## src/rtl/core/ntrq_pkg.sv

```systemverilog
// Package for the neighbour table: operation codes, state encoding and beat types.
// Used by the table top level, its checker and the bench; depends on nothing.
package ntrq_pkg;

	// Width of the entry count field of a result beat.
	localparam int CNT_W = 5;

	// Operation codes carried in the func field.
	typedef enum logic [1:0] {
		FUNC_INSERT = 2'd0,
		FUNC_ERASE  = 2'd1,
		FUNC_LOOKUP = 2'd2,
		FUNC_NOP    = 2'd3
	} func_t;

	// Sequencer states.
	typedef enum logic [1:0] {
		ST_IDLE,
		ST_SCAN,
		ST_FINISH
	} state_t;

	// One stored entry as held in the entry memory.
	typedef struct packed {
		logic [31:0] addr;
		logic [7:0]  will;
	} entry_t;

	// Request beat.
	typedef struct packed {
		logic [1:0]  func;
		logic [31:0] neighbor_addr;
		logic [7:0]  willingness;
		logic        match_willingness;
	} req_t;

	// Response beat.
	typedef struct packed {
		logic             hit;
		logic [7:0]       found_willingness;
		logic             willingness_ok;
		logic [7:0]       max_willingness;
		logic [7:0]       next_max_willingness;
		logic [CNT_W-1:0] entry_count;
		logic             full_drop;
	} rsp_t;

endpackage

```

## src/rtl/core/ntrq_ram.sv

```systemverilog
// Generic single-port-write, single-port-read RAM with a registered read.
// Stand-alone; depends on nothing.
module ntrq_ram #(
	parameter int WIDTH = 40,
	parameter int DEPTH = 16
) (
	input  logic                     clk,
	input  logic                     we,
	input  logic [$clog2(DEPTH)-1:0] waddr,
	input  logic [WIDTH-1:0]         wdata,
	input  logic                     re,
	input  logic [$clog2(DEPTH)-1:0] raddr,
	output logic [WIDTH-1:0]         rdata
);

	logic [WIDTH-1:0] mem [DEPTH];

	// Write port and registered read port.
	always_ff @(posedge clk) begin
		if (we) begin
			mem[waddr] <= wdata;
		end
		if (re) begin
			rdata <= mem[raddr];
		end
	end

endmodule

```

## src/rtl/core/neighbor_table_with_rank_query_top.sv

```systemverilog
// Top level of the neighbour table with rank query.
// Depends on ntrq_pkg and on ntrq_ram for the entry memory.

// Each request beat is served by one pass over all NEIGHBOR_SLOTS slots of the entry
// memory through its single read port, followed by a write-back step. A new request is
// accepted only after the write-back of the previous one, and a response still held by
// the consumer delays that write-back. The pass finds the matching address and the
// lowest free slot, and it gathers the count and the two largest willingness values of
// all other entries; the write-back step folds in the new value. The response waits in
// an output register, so the next request may be accepted before it is taken. Valid bits
// sit in flip-flops and are cleared by reset; no clearing pass is needed.
module neighbor_table_with_rank_query_top import ntrq_pkg::*; #(
	parameter int NEIGHBOR_SLOTS = 16
) (
	input  logic clk,
	input  logic arst_n,
	input  logic req_valid,
	output logic req_ready,
	input  req_t req,
	output logic rsp_valid,
	input  logic rsp_ready,
	output rsp_t rsp
);

	localparam int IW = $clog2(NEIGHBOR_SLOTS);
	localparam int CW = $clog2(NEIGHBOR_SLOTS + 1);
	localparam logic [IW-1:0] LAST_IDX = IW'(NEIGHBOR_SLOTS - 1);

	state_t state_q, state_d;

	req_t                      req_q;
	logic [NEIGHBOR_SLOTS-1:0] valid_q;
	logic [IW-1:0]             rd_idx_q;
	logic                      issue_q;

	// Read pipeline stage that lines up with the memory's read data.
	logic          rd_vld_s1;
	logic [IW-1:0] rd_idx_s1;
	logic          rd_last_s1;
	logic          ent_vld_s1;
	entry_t        rdata;

	// Scan results.
	logic          hit_q;
	logic [7:0]    found_q;
	logic [IW-1:0] slot_q;
	logic          free_found_q;
	logic [IW-1:0] free_slot_q;
	logic [7:0]    m1_q, m2_q;
	logic [CW-1:0] cnt_q;

	logic rsp_valid_q;
	rsp_t rsp_q;

	logic start, issue, finish_go;

	// Sequencer state register.
	always_ff @(posedge clk or negedge arst_n) begin
		if (!arst_n) begin
			state_q <= ST_IDLE;
		end else begin
			state_q <= state_d;
		end
	end

	// Next state and handshake controls.
	always_comb begin
		state_d   = state_q;
		req_ready = 1'b0;
		issue     = 1'b0;
		finish_go = 1'b0;
		case (state_q)
			ST_IDLE: begin
				req_ready = 1'b1;
				if (req_valid) begin
					state_d = ST_SCAN;
				end
			end
			ST_SCAN: begin
				issue = issue_q;
				if (rd_vld_s1 && rd_last_s1) begin
					state_d = ST_FINISH;
				end
			end
			ST_FINISH: begin
				finish_go = !rsp_valid_q || rsp_ready;
				if (finish_go) begin
					state_d = ST_IDLE;
				end
			end
			default: begin
				state_d = ST_IDLE;
			end
		endcase
	end

	assign start = req_valid && req_ready;

	// Match test on the entry that the memory returns this cycle.
	logic is_ins, is_era, is_lku;
	logic match_c, excl_c;
	logic [7:0] m1_c, m2_c;

	assign is_ins = req_q.func == FUNC_INSERT;
	assign is_era = req_q.func == FUNC_ERASE;
	assign is_lku = req_q.func == FUNC_LOOKUP;

	always_comb begin
		match_c = ent_vld_s1 && !hit_q && (is_ins || is_era || is_lku) &&
			(rdata.addr == req_q.neighbor_addr) &&
			(!(is_lku && req_q.match_willingness) || rdata.will == req_q.willingness);
		// The entry that an insert or erase changes is left out of the running statistics.
		excl_c = match_c && (is_ins || is_era);
		m1_c = m1_q;
		m2_c = m2_q;
		if (rdata.will > m1_q) begin
			m1_c = rdata.will;
			m2_c = m1_q;
		end else if (rdata.will > m2_q) begin
			m2_c = rdata.will;
		end
	end

	// Read issue, read pipeline and scan accumulation.
	always_ff @(posedge clk or negedge arst_n) begin
		if (!arst_n) begin
			issue_q   <= 1'b0;
			rd_vld_s1 <= 1'b0;
		end else begin
			rd_vld_s1 <= issue;
			if (start) begin
				issue_q <= 1'b1;
			end else if (issue && rd_idx_q == LAST_IDX) begin
				issue_q <= 1'b0;
			end
		end
	end

	always_ff @(posedge clk) begin
		rd_idx_s1  <= rd_idx_q;
		rd_last_s1 <= rd_idx_q == LAST_IDX;
		ent_vld_s1 <= valid_q[rd_idx_q];
		if (start) begin
			req_q        <= req;
			rd_idx_q     <= '0;
			hit_q        <= 1'b0;
			found_q      <= '0;
			free_found_q <= 1'b0;
			m1_q         <= '0;
			m2_q         <= '0;
			cnt_q        <= '0;
		end else begin
			if (issue) begin
				rd_idx_q <= rd_idx_q + 1'b1;
			end
			if (rd_vld_s1) begin
				if (match_c) begin
					hit_q   <= 1'b1;
					found_q <= rdata.will;
					slot_q  <= rd_idx_s1;
				end
				if (!ent_vld_s1 && !free_found_q) begin
					free_found_q <= 1'b1;
					free_slot_q  <= rd_idx_s1;
				end
				if (ent_vld_s1 && !excl_c) begin
					m1_q  <= m1_c;
					m2_q  <= m2_c;
					cnt_q <= cnt_q + 1'b1;
				end
			end
		end
	end

	// Final statistics with the inserted or updated value folded in.
	logic          add_en;
	logic [7:0]    m1_f, m2_f;
	logic [CW-1:0] cnt_f;
	logic [CW+CNT_W-1:0] cnt_ext;
	logic          wr_en;
	logic [IW-1:0] wr_slot;
	rsp_t          rsp_c;

	always_comb begin
		add_en = is_ins && (hit_q || free_found_q);
		m1_f   = m1_q;
		m2_f   = m2_q;
		if (add_en) begin
			if (req_q.willingness > m1_q) begin
				m1_f = req_q.willingness;
				m2_f = m1_q;
			end else if (req_q.willingness > m2_q) begin
				m2_f = req_q.willingness;
			end
		end
		cnt_f = cnt_q + CW'(add_en);
		if (cnt_f == CW'(1)) begin
			m2_f = m1_f;
		end
		cnt_ext = {{CNT_W{1'b0}}, cnt_f};
		wr_en   = add_en;
		wr_slot = hit_q ? slot_q : free_slot_q;

		rsp_c.hit                  = hit_q;
		rsp_c.found_willingness    = found_q;
		rsp_c.willingness_ok       = req_q.willingness >= m1_f;
		rsp_c.max_willingness      = m1_f;
		rsp_c.next_max_willingness = m2_f;
		rsp_c.entry_count          = cnt_ext[CNT_W-1:0];
		rsp_c.full_drop            = is_ins && !hit_q && !free_found_q;
	end

	// Valid bits: set by an insert into a free slot, cleared by an erase that hits.
	always_ff @(posedge clk or negedge arst_n) begin
		if (!arst_n) begin
			valid_q <= '0;
		end else if (finish_go) begin
			if (is_ins && !hit_q && free_found_q) begin
				valid_q[free_slot_q] <= 1'b1;
			end else if (is_era && hit_q) begin
				valid_q[slot_q] <= 1'b0;
			end
		end
	end

	// Entry memory: one read per slot during the pass, one write at the end when an insert stores its entry.
	ntrq_ram #(
		.WIDTH($bits(entry_t)),
		.DEPTH(NEIGHBOR_SLOTS)
	) u_entry_ram (
		.clk  (clk),
		.we   (finish_go && wr_en),
		.waddr(wr_slot),
		.wdata({req_q.neighbor_addr, req_q.willingness}),
		.re   (issue),
		.raddr(rd_idx_q),
		.rdata(rdata)
	);

	// Response register.
	always_ff @(posedge clk or negedge arst_n) begin
		if (!arst_n) begin
			rsp_valid_q <= 1'b0;
		end else if (finish_go) begin
			rsp_valid_q <= 1'b1;
		end else if (rsp_ready) begin
			rsp_valid_q <= 1'b0;
		end
	end

	always_ff @(posedge clk) begin
		if (finish_go) begin
			rsp_q <= rsp_c;
		end
	end

	assign rsp_valid = rsp_valid_q;
	assign rsp       = rsp_q;

endmodule

```

## config.mk

```make
export PLATFORM = sky130hd
export DESIGN_NAME = neighbor_table_with_rank_query_top
export DESIGN_NICKNAME = d
export VERILOG_FILES = /design/src/rtl/core/ntrq_pkg.sv /design/src/rtl/core/ntrq_ram.sv /design/src/rtl/core/neighbor_table_with_rank_query_top.sv
export SDC_FILE = /design/constraint.sdc
export NUM_CORES = 1
export LEC_CHECK = 0
export ABC_AREA = 0
export BUFFER_PORTS_ARGS = -buffer_cell sky130_fd_sc_hd__clkbuf_2
export CORE_MARGIN = 10
export CORE_UTILIZATION = 35
export DETAILED_ROUTE_END_ITERATION = 16
export PLACE_DENSITY = 0.53
export SYNTH_ARGS = -nofsm -noshare
export SYNTH_HDL_FRONTEND = slang
export SYNTH_SLANG_ARGS = --single-unit
```

## constraint.sdc

```tcl
create_clock -name clk -period 4.1 [get_ports clk]
set_input_delay 0.82 -clock clk [delete_from_list [all_inputs] [get_ports clk]]
set_output_delay 0.82 -clock clk [all_outputs]
set_load 0.05 [all_outputs]
```

# After elaboration in Yosys (flattened, before gate mapping)
# Memory sizes are Yosys's and may differ from the RTL's. A register that Yosys moved wholly into a read port is not among the register bits.
# Index checks and enable logic that the tools add are counted.
[classes]
n_bitwise = 4
addsub = 3
eq_ne = 11
reduce_logical = 45
mux = 30
magnitude_cmp = 10
[ops]
columns = ["operator", "n"]
rows = [
  ["2-to-1 mux 8 bit", 8],
  ["equality test 32 bit", 1],
  ["greater-than comparator 8 bit", 4],
  ["2-to-1 mux 16 bit", 2],
  ["logical AND 1 bit", 19],
  ["AND 16 bit", 1],
  ["NOT 16 bit", 1],
  ["OR 16 bit", 1],
  ["less-than comparator 4 x 5 -> 1 bit (second input constant)", 3],
  ["AND reduction 3 bit", 5],
  ["2-to-1 mux 1 bit", 12],
  ["demux 1 bit (select 4 bit)", 2],
  ["equality test 8 bit", 1],
  [">= comparator 4 x 1 -> 1 bit (second input constant)", 2],
  [">= comparator 8 bit", 1],
  ["AND reduction 2 bit", 4],
  ["nonzero test 2 bit", 4],
  ["logical NOT 1 bit", 6],
  ["2-to-1 mux 2 bit", 3],
  ["!= test 2 bit (second input constant)", 3],
  ["case mux 2 bit (3 select lines)", 1],
  ["adder 5 x 1 -> 5 bit", 1],
  ["adder 5 x 1 -> 5 bit (second input constant)", 1],
  ["equality test 5 x 1 -> 1 bit (second input constant)", 1],
  ["other kinds (9)", 16],
]
[word_totals]
register_bits = 145
input_bits = 47
memories = 1
ramBits = 640
[memory_table]
columns = ["memory", "words", "word_bits", "read_ports", "rd_clocked_by_memory_dff", "write_ports", "line_no", "text"]
rows = [
  ["u_entry_ram.mem", 16, 40, 1, 1, 1, "ntrq_ram.sv:16", "logic [WIDTH-1:0] mem [DEPTH];"],
]

# Depth between registers and ports, before layout
# Gate-level depths: netlist of the first run.
[depth]
depth_word = 10
mapped_depth = 16

# Modules after synthesis
# Synthesis of the first run repeated with hierarchy kept, for this count alone.
[hier_totals]
hier_cells = 1695
area_unflattened_um2 = 32909.1
[modules_own_cells]
columns = ["module", "instances", "area_each_um2", "cells_per_inst", "seq_area_each_um2"]
rows = [
  ["ntrq_ram", 1, 25532.0, 1040, 20419.6],
  ["neighbor_table_with_rank_query_top", 1, 7377.1, 655, 3838.7],
]

# Worst setup path after synthesis of the first run
# Ideal clock, no wire load.
[synth_timing]
kind = "register -> register"
start = "register state_q[1]"
end = "register req_q[0] (netlist name) (enable)"
required_time_ns = 3.676
synth_period_minus_slack_ns = 3.666
arrival_time_ns = 3.242
path_slack_ns = 0.434
stages_incl_launch_ff = 6
setup_time_ns = 0.424
cell_sequence = "dfrtp_1 nor2_1 nand2_1 inv_1 clkbuf_1 clkbuf_1"
[synth_between]
elab_chain_len = 3
[synth_lines]
columns = ["element", "line_no", "text"]
rows = [
  ["start: declaration", "neighbor_table_with_rank_query_top.sv:29", "state_t state_q, state_d;"],
  ["start signal: assignment", "neighbor_table_with_rank_query_top.sv:62", "state_q <= state_d;"],
  ["logical NOT 2 bit", "neighbor_table_with_rank_query_top.sv:72", "case (state_q)"],
  ["2-to-1 mux 1 bit", "neighbor_table_with_rank_query_top.sv:72", ""],
  ["net req_ready", "neighbor_table_with_rank_query_top.sv:18", "output logic req_ready,"],
  ["logical AND 1 bit", "neighbor_table_with_rank_query_top.sv:97", "assign start = req_valid && req_ready;"],
  ["net start", "neighbor_table_with_rank_query_top.sv:55", "logic start, issue, finish_go;"],
  ["end signal: assignment", "neighbor_table_with_rank_query_top.sv:144", "req_q <= req;"],
  ["end: declaration", "neighbor_table_with_rank_query_top.sv:31", "req_t req_q;"],
]
# The timed path passes the listed nets, and every way through them passes these cells.
# A chain may end at the register's enable or synchronous reset.

==> results of run 1 <==
logic make-up after synthesis:
logic type,count (synthesis)
adders and majority gates,44
muxes,224
buffers and inverters,100
xor gates and xnor gates,46
and+or+nand+nor,213
DFF,825
AOI/OAI and AO/OA,160
routing by layer:
layer	GRT usage, %	vias to the layer above
li1	-	6942
met1	19.6	8559
met2	24.1	469
met4	4.02	0
met5	0	-
met3	2.70	116
where the power goes:
group / internal (mW) / leakage (nW) / switching, mW
Combinational: 2.76 / 3.38 / 2.79
Sequential: 10.1 / 7.53 / 0.755
Clock: 4.37 / 1.36 / 3.33
final timing paths:
path,startpoint,to,slack (ns),cells past startpoint
max reg2reg,m1_q[7],rsp[22],0.52,14
min reg2reg,rd_idx_s1[3],free_slot_q[3],0.43,0
max in group asynchronous,arst_n,valid_q[2],3.56,1
min in group clk,req[31],req_q[31],0.32,1
min,arst_n,valid_q[12],0.12,1
max,m1_q[7],rsp[22],0.52,14
placed cells by master (no fill, tap or decap), drive strengths merged, types with 20 or more instances in the layout:
| cell | instances |
|---|---|
| nand3 | 20 |
| o21ai | 56 |
| nor2 | 45 |
| xor2 | 31 |
| buf | 52 |
| edfxtp | 763 |
| ha | 44 |
| clkbuf | 197 |
| mux4 | 205 |
| dfxtp | 41 |
| inv | 37 |
| a21oi | 52 |
| nand2 | 61 |
| dfrtp | 21 |
| clkinv | 36 |
registers in the layout, summed over array words and instances, names as in the netlist, 2 cells and up:
| signal | count |
|---|---|
| found_q | 8 |
| m1_q | 8 |
| cnt_q | 5 |
| u_entry_ram.rdata | 40 |
| valid_q | 16 |
| rd_idx_s1 | 4 |
| rd_idx_q | 4 |
| free_slot_q | 4 |
| state_q | 2 |
| slot_q | 4 |
| u_entry_ram.mem | 640 |
| m2_q | 8 |
| req_q | 43 |
| rsp | 32 |
through the flow:
step | instances | cell area [um^2] | utilization (%) | setup WS (ns) | total power [mW]
floorplan | 1612 | 32700 | - | 0.434 | 14.9
global placement | 2921 | 35000 | 38.0 | 0.623 | 16.6
detailed placement | 2921 | 35000 | 38.0 | 0.604 | 16.7
CTS | 3083 | 37800 | 41.1 | 0.579 | 24.4
global route | 3083 | 37800 | 41.1 | 0.288 | 25.2
finish | 3083 | 37800 | 41.1 | 0.520 | 24.1
area by class of cell:
class | count | area (um^2)
Fill cell | 8136 | 54200
Clock inverter | 45 | 474
Inverter | 34 | 130
Clock buffer | 117 | 2330
Timing Repair Buffer | 132 | 1050
Tap cell | 1243 | 1560
Sequential cell | 825 | 24300
Multi-Input combinational cell | 687 | 8020
==> results.md, run 1 <==
- Result of the run: completed
- Uppermost layer routed: met4
- Fraction of the mapped netlist area in compound gates: 3.08%
- Count of flip-flops with a built-in enable after synthesis: 763
- Overall global routing resource usage: 14.6%
- Effective utilization at floorplan: 35.5%
- Max Cap Viol: 0
- Layout overhead on the synthesized area: 15.9%
- Mean number of vias per cell: 5.22
- Number of failing hold endpoints at the final stage: 0
- Clock latency on the worst-skew pair: 0.68 ns
- Horizontal die dimension: 325 um
- Mean cell area of the mapped netlist: 20.3 um^2
- Core Box Area: 92100 um^2
- Period Utilization, post-route: ~87%
- Met3 wire length: 3.86 mm
- Number of nets in the synthesized netlist: roughly 1700
- Max incr delay on CP: 0.41 ns
- Post-CTS resize count: 0
- Number of DRC markers after the initial detailed-route iteration: around 1300
- Cell taking the most area after synthesis: sky130_fd_sc_hd__edfxtp_1
- Final worst path period need: 3.58 ns
- Drt wl/cell: ~25 um
- Via count of the first global-routing pass: around 17000
- Worst setup path class: flop to flop
- Top Ports: between 80 and 90
- Largest fanout of any net on the critical path: 6
- Clock tree from TritonCTS: yes
- Mux contribution to synthesized area: 14.7%
- Proportion of layout cells with a drive suffix above 1: 27.0%
- Critical path required time: 4.44 ns
- Aggregate routed wire length: just under 80 mm
- Root Buffer Master: sky130_fd_sc_hd__clkbuf_16
- Number of rows created at floorplan: ~110
- Final weighted congestion of routability-driven global placement: 0.840
- Post-synth ARST share: under 10%
- Post-CTS Hold Buffers: 0
- Clk_skew: 0.0778 ns
- Unrepaired setup endpoints after global routing: false
- Sequential fraction of the synthesis area: 74.3%
- Power Dens Cells: 636 nW/um^2
- Most common flop cell mapped by yosys: sky130_fd_sc_hd__edfxtp_1
- Wire length of the first global-routing pass: 115 mm
- Upper clock frequency limit: 279 MHz
- Clock transition at path regs: 0.06 ns
- Antenna-violating nets left: 0
- Half-perimeter wire length after detailed placement: approximately 43 mm
- Cell at the slowest stage of the critical path: sky130_fd_sc_hd__dfxtp_1
- Sum of negative setup slack: 0 ns
- Xor/xnor share of the synthesized area: 1.23%
- Antenna cell count: 0
- Flip-flop and latch count after synthesis: 825
- Number of nets in the finished design: 1860
- Category of the worst setup path capture point: flop
- Data arrival time of the critical path: 3.92 ns
- Setup violators final: 0
- Buffers on Ports: 80
- Synth top area share: 70.2%
- Clock Sink Count: roughly 830
- Number of antenna violations at the first check in global routing: 0
- Setup fix buffers added after clock tree synthesis: 0
- Top-count cell post-synth: sky130_fd_sc_hd__edfxtp_1
- Maximum count of clock buffers along a single path: 3
- TritonCTS buffer count: 89
- Post-Syn Area: 32700 um^2
- Number of buffers and inverters on the critical path: 1
- Gate count after technology mapping: 1612
- Tightest Pin Transition: 1.11 ns
- Peak supply drop: approximately 550 uV
- Count of TritonRoute iterations in the first routing pass: 5
- Post-Route Hold Slack: approximately 0.12 ns
- Cell variety after synth: 63
- Yosys warns: 0
- Sort of element at the start of the critical path: flop
- Cells taking the most area after synthesis: sky130_fd_sc_hd__edfxtp_1 (70%), sky130_fd_sc_hd__mux4_2 (14%), sky130_fd_sc_hd__dfxtp_1 (2.5%)
- Slew Viols, Final: 0
- Area share of and/or/nand/nor cells after synthesis: 3.46%
- Post-Synth Adder-Cell Area: 1.69%
- Metal-1 WL: 34.3 mm
- Area of the die: 106000 um^2
- Hold/Removal Path Class: input port to async pin
- Synth cell count leaders: sky130_fd_sc_hd__edfxtp_1 (763), sky130_fd_sc_hd__mux4_2 (205), sky130_fd_sc_hd__nand2_1 (61)
- Main combinational cell family by area after synthesis: multiplexers
- Leakage power: 12.3 nW
- Die height: 325 um
- Critical path, cell by cell: inv_1, ha_1, and4_1, a21boi_2, a22o_1, nand2_1, o21ai_0, ha_1, nand2b_1, a21o_1, a21o_1, a211o_1, a21oi_1, o21ai_0
- Total number of H-tree levels: 3
- Met2 routed wirelength: roughly 38 mm
- Vias after detailed routing: about 16000
- Maximum number of pins on one net before global-route repair: 66
- Worst relative slew slack: 25.3%
- Total DRC errors in the routed layout: 0
- Gate family responsible for the most delay along the worst path: compound AO/OA/AOI/OAI gates
- Total congestion overflow: 0
No activity file was read; power rests on OpenSTA's default activity.
==> run 2: changes to the inputs <==
--- a/config.mk
+++ b/config.mk
@@ -6,11 +6,12 @@
 export NUM_CORES = 1
 export LEC_CHECK = 0
 export ABC_AREA = 0
-export BUFFER_PORTS_ARGS = -buffer_cell sky130_fd_sc_hd__clkbuf_2
 export CORE_MARGIN = 10
 export CORE_UTILIZATION = 35
 export DETAILED_ROUTE_END_ITERATION = 16
-export PLACE_DENSITY = 0.53
+export DONT_BUFFER_PORTS = 1
+export PLACE_DENSITY = 0.52
 export SYNTH_ARGS = -nofsm -noshare
 export SYNTH_HDL_FRONTEND = slang
+export SYNTH_HIERARCHICAL = 1
 export SYNTH_SLANG_ARGS = --single-unit
==> results.md, run 2 <==
- Result of the run: completed
- Area of the multi-input gates: 8190 um^2 (+2.1%)
- Leakage power: 12.3 nW (+0.12%)
- Top-count cell post-synth: sky130_fd_sc_hd__edfxtp_1
- Sum of negative setup slack: 0 ns (unchanged)
- Critical path, cell by cell: inv_1, ha_1, a21oi_1, o21ai_0, o21a_1, nand2_1, o21ai_0, ha_1, nand2b_1, a21o_1, a21o_1, a211o_1, a21oi_1, o21ai_1
- Area of the die: 107000 um^2 (+0.73%)
- Filler cells: 8381 (+3.0%)
- Final cell count without fillers: 3106 (+0.75%)
- Layout overhead on the synthesized area: 14.9%
- Horizontal die dimension: 327 um (+0.36%)
- Synth top area share: 69.6% (-0.54 points)
- Cells on worst reg2reg path: 14 (unchanged)
- Max Cap Viol: 0 (unchanged)
- Power Dens Cells: 655 nW/um^2 (+3.0%)
- Wire length of the first global-routing pass: 117 mm (+1.3%)
- Clk_skew: 0.0266 ns (-0.0511 ns)
- Post-CTS resize count: 0 (unchanged)
- Setup violators final: 0 (unchanged)
- Cell at the slowest stage of the critical path: sky130_fd_sc_hd__dfxtp_1
- Die height: 327 um (+0.36%)
- Number of antenna violations at the first check in global routing: 8 (+8)
- Flip-flop count of the largest register after layout: 640 (unchanged)
- Most common cell after layout, fill and taps aside: sky130_fd_sc_hd__edfxtp_1
- Internal Pwr Total: 17.5 mW (+1.8%)
- Count of TritonRoute iterations in the first routing pass: 5 (unchanged)
- Clock Sink Count: 825 (unchanged)
- FF-to-FF setup slack: 0.68 ns (+0.16 ns)
- Drt wl/cell: 25.5 um (+0.52%)
- Proportion of layout cells with a drive suffix above 1: 19.2% (-7.7 points)
- Number of rows created at floorplan: 112 (+0.90%)
- Core Box Area: 93300 um^2 (+1.4%)
- Startpoint of the worst-slack reg-to-reg timing path: m1_q[5]
- Upper clock frequency limit: 292 MHz (+4.5%)
- Worst setup path class: flop to flop
- Sw frac: 29.4% (+0.82 points)
- Tightest Pin Transition: 0.981 ns (-0.134 ns)
- Sort of element at the start of the critical path: flop
- Number of nets in the synthesized netlist: 1786 (+4.9%)
- Cell taking the most area after synthesis: sky130_fd_sc_hd__edfxtp_1
- Setup fix buffers added after clock tree synthesis: 0 (unchanged)
- Via count of the first global-routing pass: 17200 (+1.5%)
- Most flop-heavy register: u_entry_ram/mem
- Post-CTS Hold Buffers: 1 (+1)
- TritonCTS buffer count: 90 (+1.1%)
- Number of placed instances, taps included: 2938 (+0.58%)
- Hold/Removal Path Class: input port to flop
- Total DRC errors in the routed layout: 0 (unchanged)
- Clock tree from TritonCTS: yes
- Gate count after technology mapping: 1695 (+5.1%)
- Root Buffer Master: sky130_fd_sc_hd__clkbuf_16
- Post-synth ARST share: 2.55% (unchanged)
- Most common flop cell mapped by yosys: sky130_fd_sc_hd__edfxtp_1
- Final worst path period need: 3.42 ns (-0.156 ns)
- Yosys warns: 6 (+6)
- Area used by sequential logic in the layout: 24300 um^2 (about the same)
- Number of DRC markers after the initial detailed-route iteration: 1200 (-6.4%)
- Hold path depth: 0
- Fraction of power consumed by combinational cells: 23.7% (+0.6 points)
- Effective utilization at floorplan: 35.3% (-0.20 points)
- Vias after detailed routing: 16500 (+2.7%)
- Finished layout cell area: 37800 um^2 (about the same)
- Slew Viols, Final: 0 (unchanged)
- Total congestion overflow: 0 (unchanged)
- Synth cell count leaders: sky130_fd_sc_hd__edfxtp_1 (763), sky130_fd_sc_hd__mux4_2 (105), sky130_fd_sc_hd__a22oi_1 (80), sky130_fd_sc_hd__nand2_1 (80), sky130_fd_sc_hd__mux4_1 (60)
- Switching pwr: 7.28 mW (+5.9%)
- Aggregate routed wire length: 79.1 mm (+1.3%)
- Unrepaired setup endpoints after global routing: false
- Maximum number of pins on one net before global-route repair: 69 (+4.5%)
- Clock latency on the worst-skew pair: 0.66 ns (-0.02 ns)
- Post-Syn Area: 32900 um^2 (+0.78%)
- Data arrival time of the critical path: 3.82 ns (-0.10 ns)
- Number of failing hold endpoints at the final stage: 0 (unchanged)
- Maximum count of clock buffers along a single path: 3 (unchanged)
- Top Ports: 81 (unchanged)
- Clock transition at path regs: 0.06 ns (about the same)
- Commonest cells after routing, fill and taps aside: sky130_fd_sc_hd__edfxtp_1 (763), sky130_fd_sc_hd__mux4_2 (105), sky130_fd_sc_hd__clkbuf_16 (91), sky130_fd_sc_hd__nand2_1 (80), sky130_fd_sc_hd__a22oi_1 (80)
- Half-perimeter wire length after detailed placement: 43.9 mm (+2.4%)
- Peak supply drop: 368 uV (-33%)
- Count of flip-flops with a built-in enable after synthesis: 763 (unchanged)
- Sequential fraction of the synthesis area: 73.7% (-0.57 points)
- R2R Path End: rsp[22]
- Overall global routing resource usage: 14.6% (+0.042 points)
- Cell area after placement: 34800 um^2 (-0.58%)
- Beginning of the worst hold path: req[14]
- Max incr delay on CP: 0.42 ns (about the same)
- Category of the worst setup path capture point: flop
- Period Utilization, post-route: 83.5% (-3.8 points)
- Mean cell area of the mapped netlist: 19.4 um^2 (-4.2%)
- Largest regs: u_entry_ram/mem (640), req_q (43), u_entry_ram/rdata (40)
- Total number of H-tree levels: 3 (unchanged)
- Final weighted congestion of routability-driven global placement: 0.788 (-6.2%)
- Mean number of vias per cell: 5.32 (+2.0%)
- Largest fanout of any net on the critical path: 5 (-1)
- Number of nets in the finished design: 1868 (+0.43%)
- Critical path required time: 4.50 ns (+0.06 ns)
- End-of-flow core utilization: 40.5% (-0.56 points)
- Antenna-violating nets left: 0 (unchanged)
- Hold worst-path end: req_q[14]
- Worst relative slew slack: 34.4% (+9.1 points)
- Relative contribution of the clock network to total power: 32.8% (+0.8 points)
- Cell variety after synth: 71 (+13%)
- Buffers on Ports: 0 (-100%)
- Flip-flop and latch count after synthesis: 825 (unchanged)
- Cells taking the most area after synthesis: sky130_fd_sc_hd__edfxtp_1 (70%), sky130_fd_sc_hd__mux4_2 (7.2%), sky130_fd_sc_hd__mux4_1 (4.8%)
- Sequential cell fraction of total power: 43.4% (-1.6 points)
[run 2: cell types whose count changed in the layout (fill, tap and decap cells not counted), moves of 9 or more]
| cell | previous run | this run |
|---|---|---|
| sky130_fd_sc_hd__buf_4 | 31 | 43 |
| sky130_fd_sc_hd__xnor2_1 | 15 | 40 |
| sky130_fd_sc_hd__nand3_1 | 20 | 36 |
| sky130_fd_sc_hd__clkbuf_2 | 80 | 0 |
| sky130_fd_sc_hd__mux4_2 | 205 | 105 |
| sky130_fd_sc_hd__mux2i_1 | 19 | 9 |
| sky130_fd_sc_hd__and3_1 | 11 | 2 |
| sky130_fd_sc_hd__nand2_1 | 61 | 80 |
| sky130_fd_sc_hd__a22oi_1 | 0 | 80 |
| sky130_fd_sc_hd__xor2_1 | 31 | 5 |
| sky130_fd_sc_hd__o21a_1 | 1 | 11 |
| sky130_fd_sc_hd__clkbuf_1 | 28 | 18 |
| sky130_fd_sc_hd__nand4_1 | 13 | 24 |
| sky130_fd_sc_hd__mux4_1 | 0 | 60 |
[run 2: how the worst max path moves through the flow]
stage / endpoint / start / cells after the start
after floorplan: u_entry_ram/mem[1][0] / rsp_ready / 5
after global routing: rsp[22] / m1_q[7] / 14
final: rsp[22] / m1_q[5] / 14
after CTS: rsp[22] / m1_q[5] / 14
after detailed placement: rsp[22] / m1_q[5] / 14
after global placement: rsp[22] / m1_q[5] / 14
[run 2: cells by family after synthesis]
kind of cell	Yosys count	synth area share, %
compound gates	235	4.80
xor+xnor	45	1.20
fa+ha+maj	44	1.67
buf+inv	103	1.89
flops	825	73.7
mux	186	12.8
simple gates	257	3.98
[run 2: power groups by stage]
stage	clock, mW	sequential, mW	combinational, mW
after floorplan	0	10.7	4.48
after global placement	0	10.9	5.88
after detailed placement	0	11.0	5.95
after CTS	8.35	10.8	5.97
after global routing	8.68	10.9	6.41
final	8.14	10.8	5.88
[run 2: layer usage]
layer / part of all wire, % / routed length (um) / track usage [%] / up-vias
li1: - / - / - / 7168
met1: 45 / 35400 / 20.1 / 8752
met2: 47 / 37500 / 23.5 / 450
met3: 5.2 / 4100 / 2.91 / 146
met4: 2.6 / 2050 / 4.14 / 10
met5: 0.080 / 63 / 0 / -
[run 2: critical path: cells and delay by family (launching register included)]
kind                     cells  cell delay, ns
buffers and inverters        1            0.10
flip-flops                   1            0.42
AO/OA/AOI/OAI                9            1.83
adder cells (fa/ha/maj)      2            0.59
AND/OR/NAND/NOR              2            0.24
[run 2: area by class of cell]
cell class / instances / share of cell area, %
sequential: 825 / 64.2
multi-input combinational: 767 / 21.7
clock buffer: 113 / 6.34
tap: 1254 / 4.15
timing repair buffer: 62 / 1.83
clock inverter: 53 / 1.54
inverter: 31 / 0.314
antenna: 1 / 0.00662
[run 2: stage by stage]
| stage | total power, mW | hold slack, ns | setup slack [ns] |
|---|---|---|---|
| floorplan | 15.1 | 0.378 | 0.250 |
| global placement | 16.8 | 0.408 | 0.782 |
| detailed placement | 16.9 | 0.421 | 0.709 |
| CTS | 25.1 | 0.213 | 0.690 |
| global route | 25.9 | 0.223 | 0.319 |
| finish | 24.8 | 0.257 | 0.676 |
